## config.mk

```make
export PLATFORM = sky130hd
export DESIGN_NAME = substring_deletion_filter
export DESIGN_NICKNAME = d
export VERILOG_FILES = /design/src/design/sdf_pkg.sv /design/src/design/sdf_cell.sv /design/src/design/substring_deletion_filter.sv
export SDC_FILE = /design/constraint.sdc
export NUM_CORES = 1
export LEC_CHECK = 0
export ABC_AREA = 0
export BUFFER_PORTS_ARGS = -buffer_cell sky130_fd_sc_hd__buf_2
export CORE_ASPECT_RATIO = 1.25
export CORE_UTILIZATION = 30
export DETAILED_ROUTE_END_ITERATION = 10
export GPL_TIMING_DRIVEN = 1
export HOLD_SLACK_MARGIN = 0.05
export PLACE_DENSITY_LB_ADDON = 0.1
export SYNTH_ARGS = -nofsm -noshare
export SYNTH_HDL_FRONTEND = slang
export SYNTH_HIERARCHICAL = 1
export SYNTH_SLANG_ARGS = --single-unit
```

## constraint.sdc

```tcl
create_clock -name clk -period 37.3 [get_ports clk]
set_clock_uncertainty 0.05 [all_clocks]
set_input_delay 7.46 -clock clk [delete_from_list [all_inputs] [get_ports clk]]
set_output_delay 7.46 -clock clk [all_outputs]
set_load 0.05 [all_outputs]
```

## src/design/sdf_pkg.sv

```systemverilog
// Shared types and constants of the substring deletion filter.
package sdf_pkg;

	// Width of one text byte.
	localparam int BYTE_W = 8;

	// Width of the configuration data and register index.
	localparam int CFG_W = 64;
	localparam int CFG_IDX_W = 2;

	// Configuration register indexes.
	localparam logic [CFG_IDX_W-1:0] REG_PAT_LO = 2'd0;
	localparam logic [CFG_IDX_W-1:0] REG_PAT_HI = 2'd1;
	localparam logic [CFG_IDX_W-1:0] REG_PAT_LEN = 2'd2;

	// Width of the stored pattern length.
	localparam int LEN_W = 5;

	// Per-cycle window command shared by all cells.
	typedef struct packed {
		logic              shift;
		logic              append;
		logic [BYTE_W-1:0] data;
	} cell_ctl_t;

	// Sequencer state: taking a new byte, or flushing the window at end of text.
	typedef enum logic {
		ST_RUN,
		ST_FLUSH
	} sdf_state_t;

endpackage

```

## src/design/sdf_cell.sv

```systemverilog
// One window cell: holds a byte and its valid mark and compares its next contents with its pattern byte.
module sdf_cell (
	input  logic                      clk,
	input  logic                      arst_n,
	input  sdf_pkg::cell_ctl_t        ctl,
	input  logic                      wipe,
	input  logic [sdf_pkg::BYTE_W-1:0] nxt_byte,
	input  logic                      nxt_valid,
	input  logic                      prv_valid,
	input  logic [sdf_pkg::BYTE_W-1:0] pat_byte,
	input  logic                      match_in,
	output logic [sdf_pkg::BYTE_W-1:0] cell_byte,
	output logic                      cell_valid,
	output logic                      match_out
);
	import sdf_pkg::*;

	logic [BYTE_W-1:0] byte_q;
	logic              valid_q;
	logic              free_slot;
	logic              load;
	logic [BYTE_W-1:0] byte_d;
	logic              valid_d;

	// Next contents: shift from the right neighbor, or take the new byte
	// when this cell is the first free slot of the window.
	always_comb begin
		if (ctl.shift) begin
			free_slot = valid_q && !nxt_valid;
		end else begin
			free_slot = !valid_q && prv_valid;
		end
		load = ctl.append && free_slot;
		if (load) begin
			byte_d  = ctl.data;
			valid_d = 1'b1;
		end else if (ctl.shift) begin
			byte_d  = nxt_byte;
			valid_d = nxt_valid;
		end else begin
			byte_d  = byte_q;
			valid_d = valid_q;
		end
	end

	// An empty cell never breaks the match chain.
	assign match_out = match_in && (!valid_d || (byte_d == pat_byte));

	// Valid mark; a match wipes the whole window.
	always_ff @(posedge clk or negedge arst_n) begin
		if (!arst_n) begin
			valid_q <= 1'b0;
		end else begin
			valid_q <= valid_d && !wipe;
		end
	end

	// Byte payload.
	always_ff @(posedge clk) begin
		byte_q <= byte_d;
	end

	assign cell_byte  = byte_q;
	assign cell_valid = valid_q;

endmodule

```

## src/design/substring_deletion_filter.sv

```systemverilog
// Top level of the substring deletion filter: config registers, sequencer, cell row, output register.
//
// Streams a text one byte per beat and passes it on with every leftmost,
// non-overlapping occurrence of the configured pattern (1 to PATTERN_MAX
// bytes, first byte in bits 7:0 of register 0) removed. The most recent
// bytes sit in a row of PATTERN_MAX cells that shift toward cell 0 and
// compare against the pattern in parallel, so the block sustains one byte
// per cycle while the output is not stalled. Bytes leave only through
// cell 0, at most one per cycle: a byte that arrives after the pattern length
// was lowered waits while the surplus window bytes are popped out first, and
// the last byte of a text (tlast) is held while the bytes left in the
// window after it is added are flushed out. When nothing is left to send
// at the end of a text, a single beat with tuser low and tlast high closes
// it. An accepted byte waits in a holding register and results pass
// through an output register.
module substring_deletion_filter #(
	parameter int PATTERN_MAX = 16
) (
	input  logic                          clk,
	input  logic                          arst_n,
	// Configuration write port.
	input  logic                          cfg_we,
	input  logic [sdf_pkg::CFG_IDX_W-1:0] cfg_index,
	input  logic [sdf_pkg::CFG_W-1:0]     cfg_data,
	// Input stream.
	input  logic                          s_tvalid,
	output logic                          s_tready,
	input  logic [7:0]                    s_tdata,   // [7:0] in_byte
	input  logic                          s_tlast,   // in_last
	// Output stream.
	output logic                          m_tvalid,
	input  logic                          m_tready,
	output logic [7:0]                    m_tdata,   // [7:0] out_byte
	output logic                          m_tuser,   // [0] byte_present
	output logic                          m_tlast    // out_last
);
	import sdf_pkg::*;

	localparam int CW = $clog2(PATTERN_MAX + 1);

	// Configuration registers.
	logic [CFG_W-1:0]   pat_lo_q;
	logic [CFG_W-1:0]   pat_hi_q;
	logic [LEN_W-1:0]   pat_len_q;
	logic [2*CFG_W-1:0] pat_all;

	// Holding register for the byte in work.
	logic              pend_valid_q;
	logic [BYTE_W-1:0] pend_byte_q;
	logic              pend_last_q;

	// Sequencer.
	sdf_state_t st_q;
	sdf_state_t st_d;
	logic [CW-1:0] n_q;
	logic [CW-1:0] n_mid;
	logic [CW-1:0] n_fin;
	logic [CW-1:0] len_act;
	logic          out_free;
	logic          go;
	logic          done;
	logic          wipe;
	cell_ctl_t     ctl;

	// Result of the current cycle.
	logic              emit;
	logic              emit_present;
	logic              emit_last;
	logic [BYTE_W-1:0] emit_byte;

	// Output register.
	logic              out_valid_q;
	logic [BYTE_W-1:0] out_byte_q;
	logic              out_present_q;
	logic              out_last_q;

	// Cell row wiring.
	logic [BYTE_W-1:0]      cell_byte [PATTERN_MAX];
	logic [PATTERN_MAX-1:0] valid_vec;
	logic [PATTERN_MAX:0]   match_c;

	// Configuration writes; indexes beyond the list are ignored.
	always_ff @(posedge clk or negedge arst_n) begin
		if (!arst_n) begin
			pat_lo_q  <= '0;
			pat_hi_q  <= '0;
			pat_len_q <= LEN_W'(1);
		end else if (cfg_we) begin
			unique case (cfg_index)
				REG_PAT_LO:  pat_lo_q  <= cfg_data;
				REG_PAT_HI:  pat_hi_q  <= cfg_data;
				REG_PAT_LEN: pat_len_q <= cfg_data[LEN_W-1:0];
				default: ;
			endcase
		end
	end

	assign pat_all = {pat_hi_q, pat_lo_q};

	// Length in use: zero acts as one, large values clamp to the cell count.
	always_comb begin
		if (pat_len_q == '0) begin
			len_act = CW'(1);
		end else if (pat_len_q > LEN_W'(PATTERN_MAX)) begin
			len_act = CW'(PATTERN_MAX);
		end else begin
			len_act = CW'(pat_len_q);
		end
	end

	assign out_free = !out_valid_q || m_tready;
	assign go       = pend_valid_q && out_free;

	// Window command: pop surplus bytes, pop and append when full, append otherwise; pop only while flushing.
	always_comb begin
		ctl.shift  = 1'b0;
		ctl.append = 1'b0;
		ctl.data   = pend_byte_q;
		n_mid      = n_q;
		if (go) begin
			unique case (st_q)
				ST_RUN: begin
					if (n_q > len_act) begin
						ctl.shift = 1'b1;
						n_mid     = CW'(n_q - 1'b1);
					end else if (n_q == len_act) begin
						ctl.shift  = 1'b1;
						ctl.append = 1'b1;
					end else begin
						ctl.append = 1'b1;
						n_mid      = CW'(n_q + 1'b1);
					end
				end
				ST_FLUSH: begin
					ctl.shift = 1'b1;
					n_mid     = CW'(n_q - 1'b1);
				end
				default: ;
			endcase
		end
	end

	// Next state, match wipe, and the result beat of this cycle.
	always_comb begin
		st_d         = st_q;
		wipe         = 1'b0;
		n_fin        = n_mid;
		done         = 1'b0;
		emit         = 1'b0;
		emit_present = 1'b1;
		emit_last    = 1'b0;
		if (go) begin
			unique case (st_q)
				ST_RUN: begin
					emit = ctl.shift;
					if (ctl.append) begin
						wipe = (n_mid == len_act) && match_c[PATTERN_MAX];
						if (wipe) begin
							n_fin = '0;
						end
						if (!pend_last_q) begin
							done = 1'b1;
						end else if (n_fin == '0) begin
							// End of text with an empty window closes here,
							// with an empty marker if no byte goes out.
							emit         = 1'b1;
							emit_present = ctl.shift;
							emit_last    = 1'b1;
							done         = 1'b1;
						end else begin
							st_d = ST_FLUSH;
						end
					end
				end
				ST_FLUSH: begin
					emit = 1'b1;
					if (n_q == CW'(1)) begin
						emit_last = 1'b1;
						done      = 1'b1;
						st_d      = ST_RUN;
					end
				end
				default: ;
			endcase
		end
		emit_byte = emit_present ? cell_byte[0] : '0;
	end

	// Sequencer registers.
	always_ff @(posedge clk or negedge arst_n) begin
		if (!arst_n) begin
			st_q <= ST_RUN;
			n_q  <= '0;
		end else begin
			st_q <= st_d;
			n_q  <= n_fin;
		end
	end

	// Holding register: a new beat enters as the previous byte finishes.
	assign s_tready = !pend_valid_q || done;

	always_ff @(posedge clk or negedge arst_n) begin
		if (!arst_n) begin
			pend_valid_q <= 1'b0;
		end else if (s_tvalid && s_tready) begin
			pend_valid_q <= 1'b1;
		end else if (done) begin
			pend_valid_q <= 1'b0;
		end
	end

	always_ff @(posedge clk) begin
		if (s_tvalid && s_tready) begin
			pend_byte_q <= s_tdata;
			pend_last_q <= s_tlast;
		end
	end

	// Output register.
	always_ff @(posedge clk or negedge arst_n) begin
		if (!arst_n) begin
			out_valid_q <= 1'b0;
		end else if (emit) begin
			out_valid_q <= 1'b1;
		end else if (m_tready) begin
			out_valid_q <= 1'b0;
		end
	end

	always_ff @(posedge clk) begin
		if (emit) begin
			out_byte_q    <= emit_byte;
			out_present_q <= emit_present;
			out_last_q    <= emit_last;
		end
	end

	assign m_tvalid = out_valid_q;
	assign m_tdata  = out_byte_q;
	assign m_tuser  = out_present_q;
	assign m_tlast  = out_last_q;

	// Row of window cells, cell 0 holding the oldest byte.
	assign match_c[0] = 1'b1;

	for (genvar i = 0; i < PATTERN_MAX; i++) begin : g_cell
		logic [BYTE_W-1:0] nb;
		logic              nv;
		logic              pv;

		if (i == PATTERN_MAX - 1) begin : g_end
			assign nb = '0;
			assign nv = 1'b0;
		end else begin : g_mid
			assign nb = cell_byte[i+1];
			assign nv = valid_vec[i+1];
		end

		if (i == 0) begin : g_head
			assign pv = 1'b1;
		end else begin : g_body
			assign pv = valid_vec[i-1];
		end

		sdf_cell u_cell (
			.clk       (clk),
			.arst_n    (arst_n),
			.ctl       (ctl),
			.wipe      (wipe),
			.nxt_byte  (nb),
			.nxt_valid (nv),
			.prv_valid (pv),
			.pat_byte  (pat_all[BYTE_W*i +: BYTE_W]),
			.match_in  (match_c[i]),
			.cell_byte (cell_byte[i]),
			.cell_valid(valid_vec[i]),
			.match_out (match_c[i+1])
		);
	end

	// The fill count tracks the valid marks of the cell row.
	a_count_matches: assert property (@(posedge clk) disable iff (!arst_n)
		$countones(valid_vec) == int'(n_q))
		else $error("window fill count differs from valid marks");

	// Valid cells form one run starting at cell 0.
	a_contiguous: assert property (@(posedge clk) disable iff (!arst_n)
		(valid_vec & (valid_vec + PATTERN_MAX'(1))) == '0)
		else $error("window valid marks are not contiguous");

	// Flushing only happens for a held last byte with bytes left.
	a_flush_ctx: assert property (@(posedge clk) disable iff (!arst_n)
		(st_q == ST_FLUSH) |-> (pend_valid_q && pend_last_q && (n_q != '0)))
		else $error("flush without a pending last byte");

	// An empty marker is always the closing beat of a text.
	a_marker_last: assert property (@(posedge clk) disable iff (!arst_n)
		(m_tvalid && !m_tuser) |-> m_tlast)
		else $error("empty marker without tlast");

	// After a closing beat is produced, the window is empty.
	a_empty_after_last: assert property (@(posedge clk) disable iff (!arst_n)
		(emit && emit_last) |=> (n_q == '0) && (st_q == ST_RUN))
		else $error("window not empty after end of text");

endmodule
```

Word level (Yosys, flattened, before mapping):

Cells that the tools add are included.

* magnitude comparators: 2
* equality and inequality tests: 21
* reductions and logical operators: 126
* add/sub/neg operators: 2
* muxes and demuxes: 130
* bitwise gates (word level): 1

Operator list (number)
* two-way mux 8 bit: 32
* equality test 8 bit: 16
* two-way mux 1 bit: 79
* logical AND 1 bit: 65
* two-way mux 5 bit: 12
* zero test 1 bit: 35
* logical OR 1 bit: 18
* equality test 5 bit: 2
* zero test 5 bit: 2
* one-hot mux 1 bit (2 select lines): 5
* one-hot mux 5 bit (2 select lines): 1
* AND reduction 2 bit: 3
* adder 5 x 1 -> 5 bit, second input constant: 1
* equality test 5 x 1 -> 1 bit, second input constant: 1
* greater-than comparator 5 bit: 1
* greater-than comparator 5 bit, second input constant: 1
* subtractor 5 x 1 -> 5 bit, second input constant: 1
* nonzero test 2 bit: 2
* equality test 2 x 1 -> 1 bit, second input constant: 1
* equality test 2 bit, second input constant: 1
* zero test 2 bit: 1
* two-way mux 2 bit: 1
* NOT 1 bit: 1

* flip-flop bits (word level): 304
* word-level logic and storage cells: 326
* output and inout bits: 12
* bits of input ports: 80

Logic depth before layout (Yosys ltp):

* depth in word-level cells: 42
* depth in mapped cells: 39
* gate-level depth less buffers: 37

Hierarchy:

The synthesis kept the hierarchy.

By module, submodules not included
* sdf_cell: cells each 85, seq. area each 185.2 µm², area an instance 732.0 µm², instances 16
* substring_deletion_filter: cells each 441, seq. area each 4100.2 µm², area an instance 6548.8 µm², instances 1

Worst setup path before layout:

OpenSTA, ideal clock, no wires.

* path kind: input-to-output
* start: in m_tready
* end: out s_tready
* stages: 30
* slack: 14.829 ns
* required time: 29.790 ns
* arrival: 14.961 ns
* path buffers: 1
* path through: nand2b_1 -> nand2_1 -> nor2_1 -> and4b_2 -> buf_6 -> nor2_8 -> a21oi_1 -> xnor2_1 -> nand4_1 -> a21boi_1 -> a21boi_1 -> a21boi_1 -> a21boi_1 -> a21boi_1 -> a21boi_1 -> a21boi_1 -> a21boi_1 -> a21boi_1 -> a21boi_1 -> a21boi_1 -> a21boi_1 -> a21boi_1 -> a21boi_1 -> a21boi_1 -> a21boi_1 -> o2111ai_1 -> a211oi_1 -> o211ai_2 -> a31o_1 -> inv_1

RTL lines
* from (decl): line substring_deletion_filter.sv:32 `input logic m_tready,`
* to (decl): line substring_deletion_filter.sv:27 `output logic s_tready,`

==> out/results.ini <==
[die]
die_width_microns = 222.7
fp.dieH_microns = 277.8
core.rowCount = 100
core-area_sq_um = 59810
floorplan.die_area_sq_um = 61860
effective_utilization_at_floorplan_pct = 30.53
design.portCount = 92

[status]
outcome = complete, no violations

[synthesis]
postSynthAreaPerCell_sq_um = 10.14
ys_ff_latch = 304
unique_masters_post_synth = 63
synthFlopType = sky130_fd_sc_hd__dfrtp_1
syn-cell-area_sq_um = 18260
synth-async-reset-ratio_pct = 51.64
synth-warning-count = 6
ys_top_cells_by_area = sky130_fd_sc_hd__dfrtp_1, sky130_fd_sc_hd__dfxtp_1, sky130_fd_sc_hd__mux2_2, sky130_fd_sc_hd__mux2i_1, sky130_fd_sc_hd__a21oi_1
post-synth-top-area-fraction_pct = 21.38
synth_enable_flop_cells = 19
synthesis.instances = 1801
seq_area_frac_synth_pct = 38.68
post-synth-top-area-cell = sky130_fd_sc_hd__dfrtp_1

[place]
dpl.hpwl_microns = 40640
buffer_ports.inserted = 91
global_placer_s_final_weighted_congestion = 0.8083

[cells_and_area]
finish.net_count = 1954
multi_input_comb_area_sq_um = 10230
register_area_sq_um = 7063
final_core_util_pct = 34.04
filler_cell_count = 6058
syn2layout_area_growth_pct = 11.50
drive_gt1_share_pct = 20.15
antenna_cells_inserted = 0

[pwr]
p_sw_share_pct = 42.16
seq_power_share_pct = 31.4
cellLeakagePower_nw = 8.448
clock_share_of_power_pct = 20.3
peakVddDrop_uv = 67.15
pwr_density_cell_nw_per_um2 = 96.17
combinational_fraction_of_design_power_pct = 48.3
net-switching-power_uw = 825.4
p_int_mw = 1.133

[setup_path]
r2r-end = pend_byte_q[7]
worstReg2RegStart = pat_len_q[4]
timing.critical_path.slowest_stage_cell = sky130_fd_sc_hd__buf_4
worst_setup_path_start_kind = input port
worst-path-buf-inv = 6
timing.critical_path.to_type = output port
setup.reg_to_reg.worst_slack_ps = 27430
worstPathRequired_ps = 29790
crit_path_max_fanout = 107
reg2reg_depth = 31
critPathTopFamily = compound AO/OA/AOI/OAI gates
maximum_single_stage_delay_on_the_critical_path_ps = 740
critical-path-top-cell-by-count = sky130_fd_sc_hd__a21boi_1
crit_arrival_ps = 15170
worstSetupPathType = in -> out

[clocking]
cts-resized-gates = 0
clk_root_buffer_cell = sky130_fd_sc_hd__clkbuf_16
inserted_clock_buffers = 38
cts_buffer_depth = 3
cts.reportedPaths.clkPinSlew_ps = 60
cts_tree = built
h-tree-depth = 2
clock_latency_ps = 560
post_cts.repair.setup_buffers = 0
cts_num_sinks = 304
cts_hold_buf = 0

[drt]
initialDrtViolationCount = 851
first_pass_iters = 7
drt-vias-per-instance = 5.399
drt_wl_total_microns = 59180
drt-wirelength-per-cell_microns = 22.24
routed-via-count = 14367
post_drt_antenna_nets = 0
drc = 0

[flow_run]
drv_cap = 0

[sta]
grt_setup_unrepaired = false
timing.final.setup_violations = 0
min_clock_period_post_route_ps = 22680
slew-limit-headroom_pct = 29.54
fin_tns_setup_ps = 0
final-hold-violation-count = 0
timing_worst_slew_pin_value_ps = 1057
fin_crit_sh_pct = 60.80
max_freq_mhz = 44.09
timing.final.max_slew_violations = 0

[min_path]
timing.hold.worst_path_depth = 1
hold_path_class = reg -> reg
holdCritStartpoint = pat_lo_q[18]
hold-path-endpoint = pat_lo_q[18]

[global_route]
grt_usage_pct = 19.14
grt_start_max_net_pins = 108
grt-ovfl-total = 0
number_of_antenna_violations_at_the_first_check_in_global_routing = 0
grt_pass1_vias = 14096
grt_first_pass_wirelength_microns = 90130

==> placed cells by master, fill, tap and decap left out, drive strengths merged, types with 17 or more instances in the layout <==
master / Yosys / layout
a21oi: 179 / 179
xnor2: 34 / 34
o22ai: 49 / 49
nor3: 17 / 17
inv: 42 / 42
nand4: 50 / 50
o21ai: 20 / 20
dfrtp: 156 / 156
nor2: 139 / 139
dfxtp: 128 / 128
nand3b: 36 / 36
and2: 85 / 85
nor4: 32 / 32
nand4b: 48 / 48
nor4b: 33 / 33
edfxtp: 19 / 19
mux2i: 130 / 130
a22oi: 32 / 32
buf: 81 / 109
nand3: 70 / 70
and3: 19 / 19
or2: 19 / 19
nor2b: 28 / 28
clkbuf: 16 / 62
mux2: 133 / 133
nand2: 35 / 35
a21o: 49 / 49
==> per-layer routing <==
| layer | up-vias | routed length [microns] | GRT usage (%) |
|---|---|---|---|
| met1 | 7095 | 25500 | 23.84 |
| met2 | 268 | 29820 | 33.67 |
| met4 | 0 | 1830 | 6.543 |
| met5 | - | 0 | 0 |
| met3 | 97 | 2025 | 2.510 |
| li1 | 6907 | - | - |
==> registers in the layout, indices dropped and copies added, names as in the netlist, 5 cells and up <==
name and cells:
pat_hi_q 64, g_cell.u_cell/cell_valid 16, m_tdata 8, pat_len_q 5
n_q 5, pend_byte_q 8, pat_lo_q 64, g_cell.u_cell/cell_byte 128
==> power groups by stage <==
stage / Combinational, mW / Sequential, mW / Clock (mW)
detailed placement: 0.944 / 0.624 / 0
global route: 1.05 / 0.632 / 0.422
finish: 0.946 / 0.615 / 0.398
floorplan: 0.772 / 0.567 / 0
CTS: 0.948 / 0.619 / 0.412
global placement: 0.935 / 0.623 / 0
==> cell families after synthesis <==
family | synth area share [%]
fa+ha+maj | 0.5482
xor+xnor | 1.850
other cells | 0.04113
compound gates | 13.20
simple gates | 24.72
flops | 38.68
mux | 15.33
buf+inv | 5.639
==> cells in the mapped netlist (28+ instances only) <==
cell,count
sky130_fd_sc_hd__nor2_1,123
sky130_fd_sc_hd__xnor2_1,34
sky130_fd_sc_hd__mux2i_1,130
sky130_fd_sc_hd__a21o_1,49
sky130_fd_sc_hd__dfrtp_1,156
sky130_fd_sc_hd__a22oi_1,32
sky130_fd_sc_hd__nand3_1,70
sky130_fd_sc_hd__and2_1,84
sky130_fd_sc_hd__nor4_1,32
sky130_fd_sc_hd__o22ai_1,49
sky130_fd_sc_hd__nand2_1,35
sky130_fd_sc_hd__buf_6,65
sky130_fd_sc_hd__nand4_1,50
sky130_fd_sc_hd__nor2b_1,28
sky130_fd_sc_hd__a21oi_1,179
sky130_fd_sc_hd__mux2_2,133
sky130_fd_sc_hd__inv_1,41
sky130_fd_sc_hd__nand4b_1,48
sky130_fd_sc_hd__nand3b_1,36
sky130_fd_sc_hd__dfxtp_1,128
==> stage by stage <==
stage / instance area [sq um] / worst slack [ps] / hold WS, ps / power, mW / instances
2_1_floorplan: 18310 / 14830 / 444.5 / 1.339 / 1814
6_report: 20360 / 14620 / 477.5 / 1.958 / 2661
4_1_cts: 20360 / 14700 / 480.7 / 1.978 / 2661
3_3_place_gp: 19010 / 14910 / 463.2 / 1.557 / 2591
3_5_place_dp: 19010 / 14710 / 467.6 / 1.568 / 2591
5_1_grt: 20360 / 14070 / 494.4 / 2.103 / 2661
==> worst max path at each step <==
stage | from | end | slack (ps) | cells after the start
3_3_place_gp | m_tready | s_tready | 14910 | 28
4_1_cts | m_tready | s_tready | 14700 | 28
6_report | m_tready | s_tready | 14620 | 28
5_1_grt | m_tready | s_tready | 14070 | 28
2_1_floorplan | m_tready | s_tready | 14830 | 30
3_5_place_dp | m_tready | s_tready | 14710 | 28
==> worst register-to-register path: cells and delay by family, from the launching register on <==
kind	cells	cell delay, ps
buffers and inverters	4	2420
flip-flops	1	450
AND/OR/NAND/NOR	8	2370
AO/OA/AOI/OAI	18	3890
adder cells (fa/ha/maj)	1	320
==> area by class of cell <==
cell class              count  share of cell area (%)
clock buffers              62                   6.065
clock inverters             8                  0.5654
inverters                  42                  0.8112
multi-input cells        1371                   50.24
flip-flops and latches    304                   34.69
well taps                 765                   4.701
repair buffers            109                   2.931
Note: power is estimated with default switching activity, not from simulation.
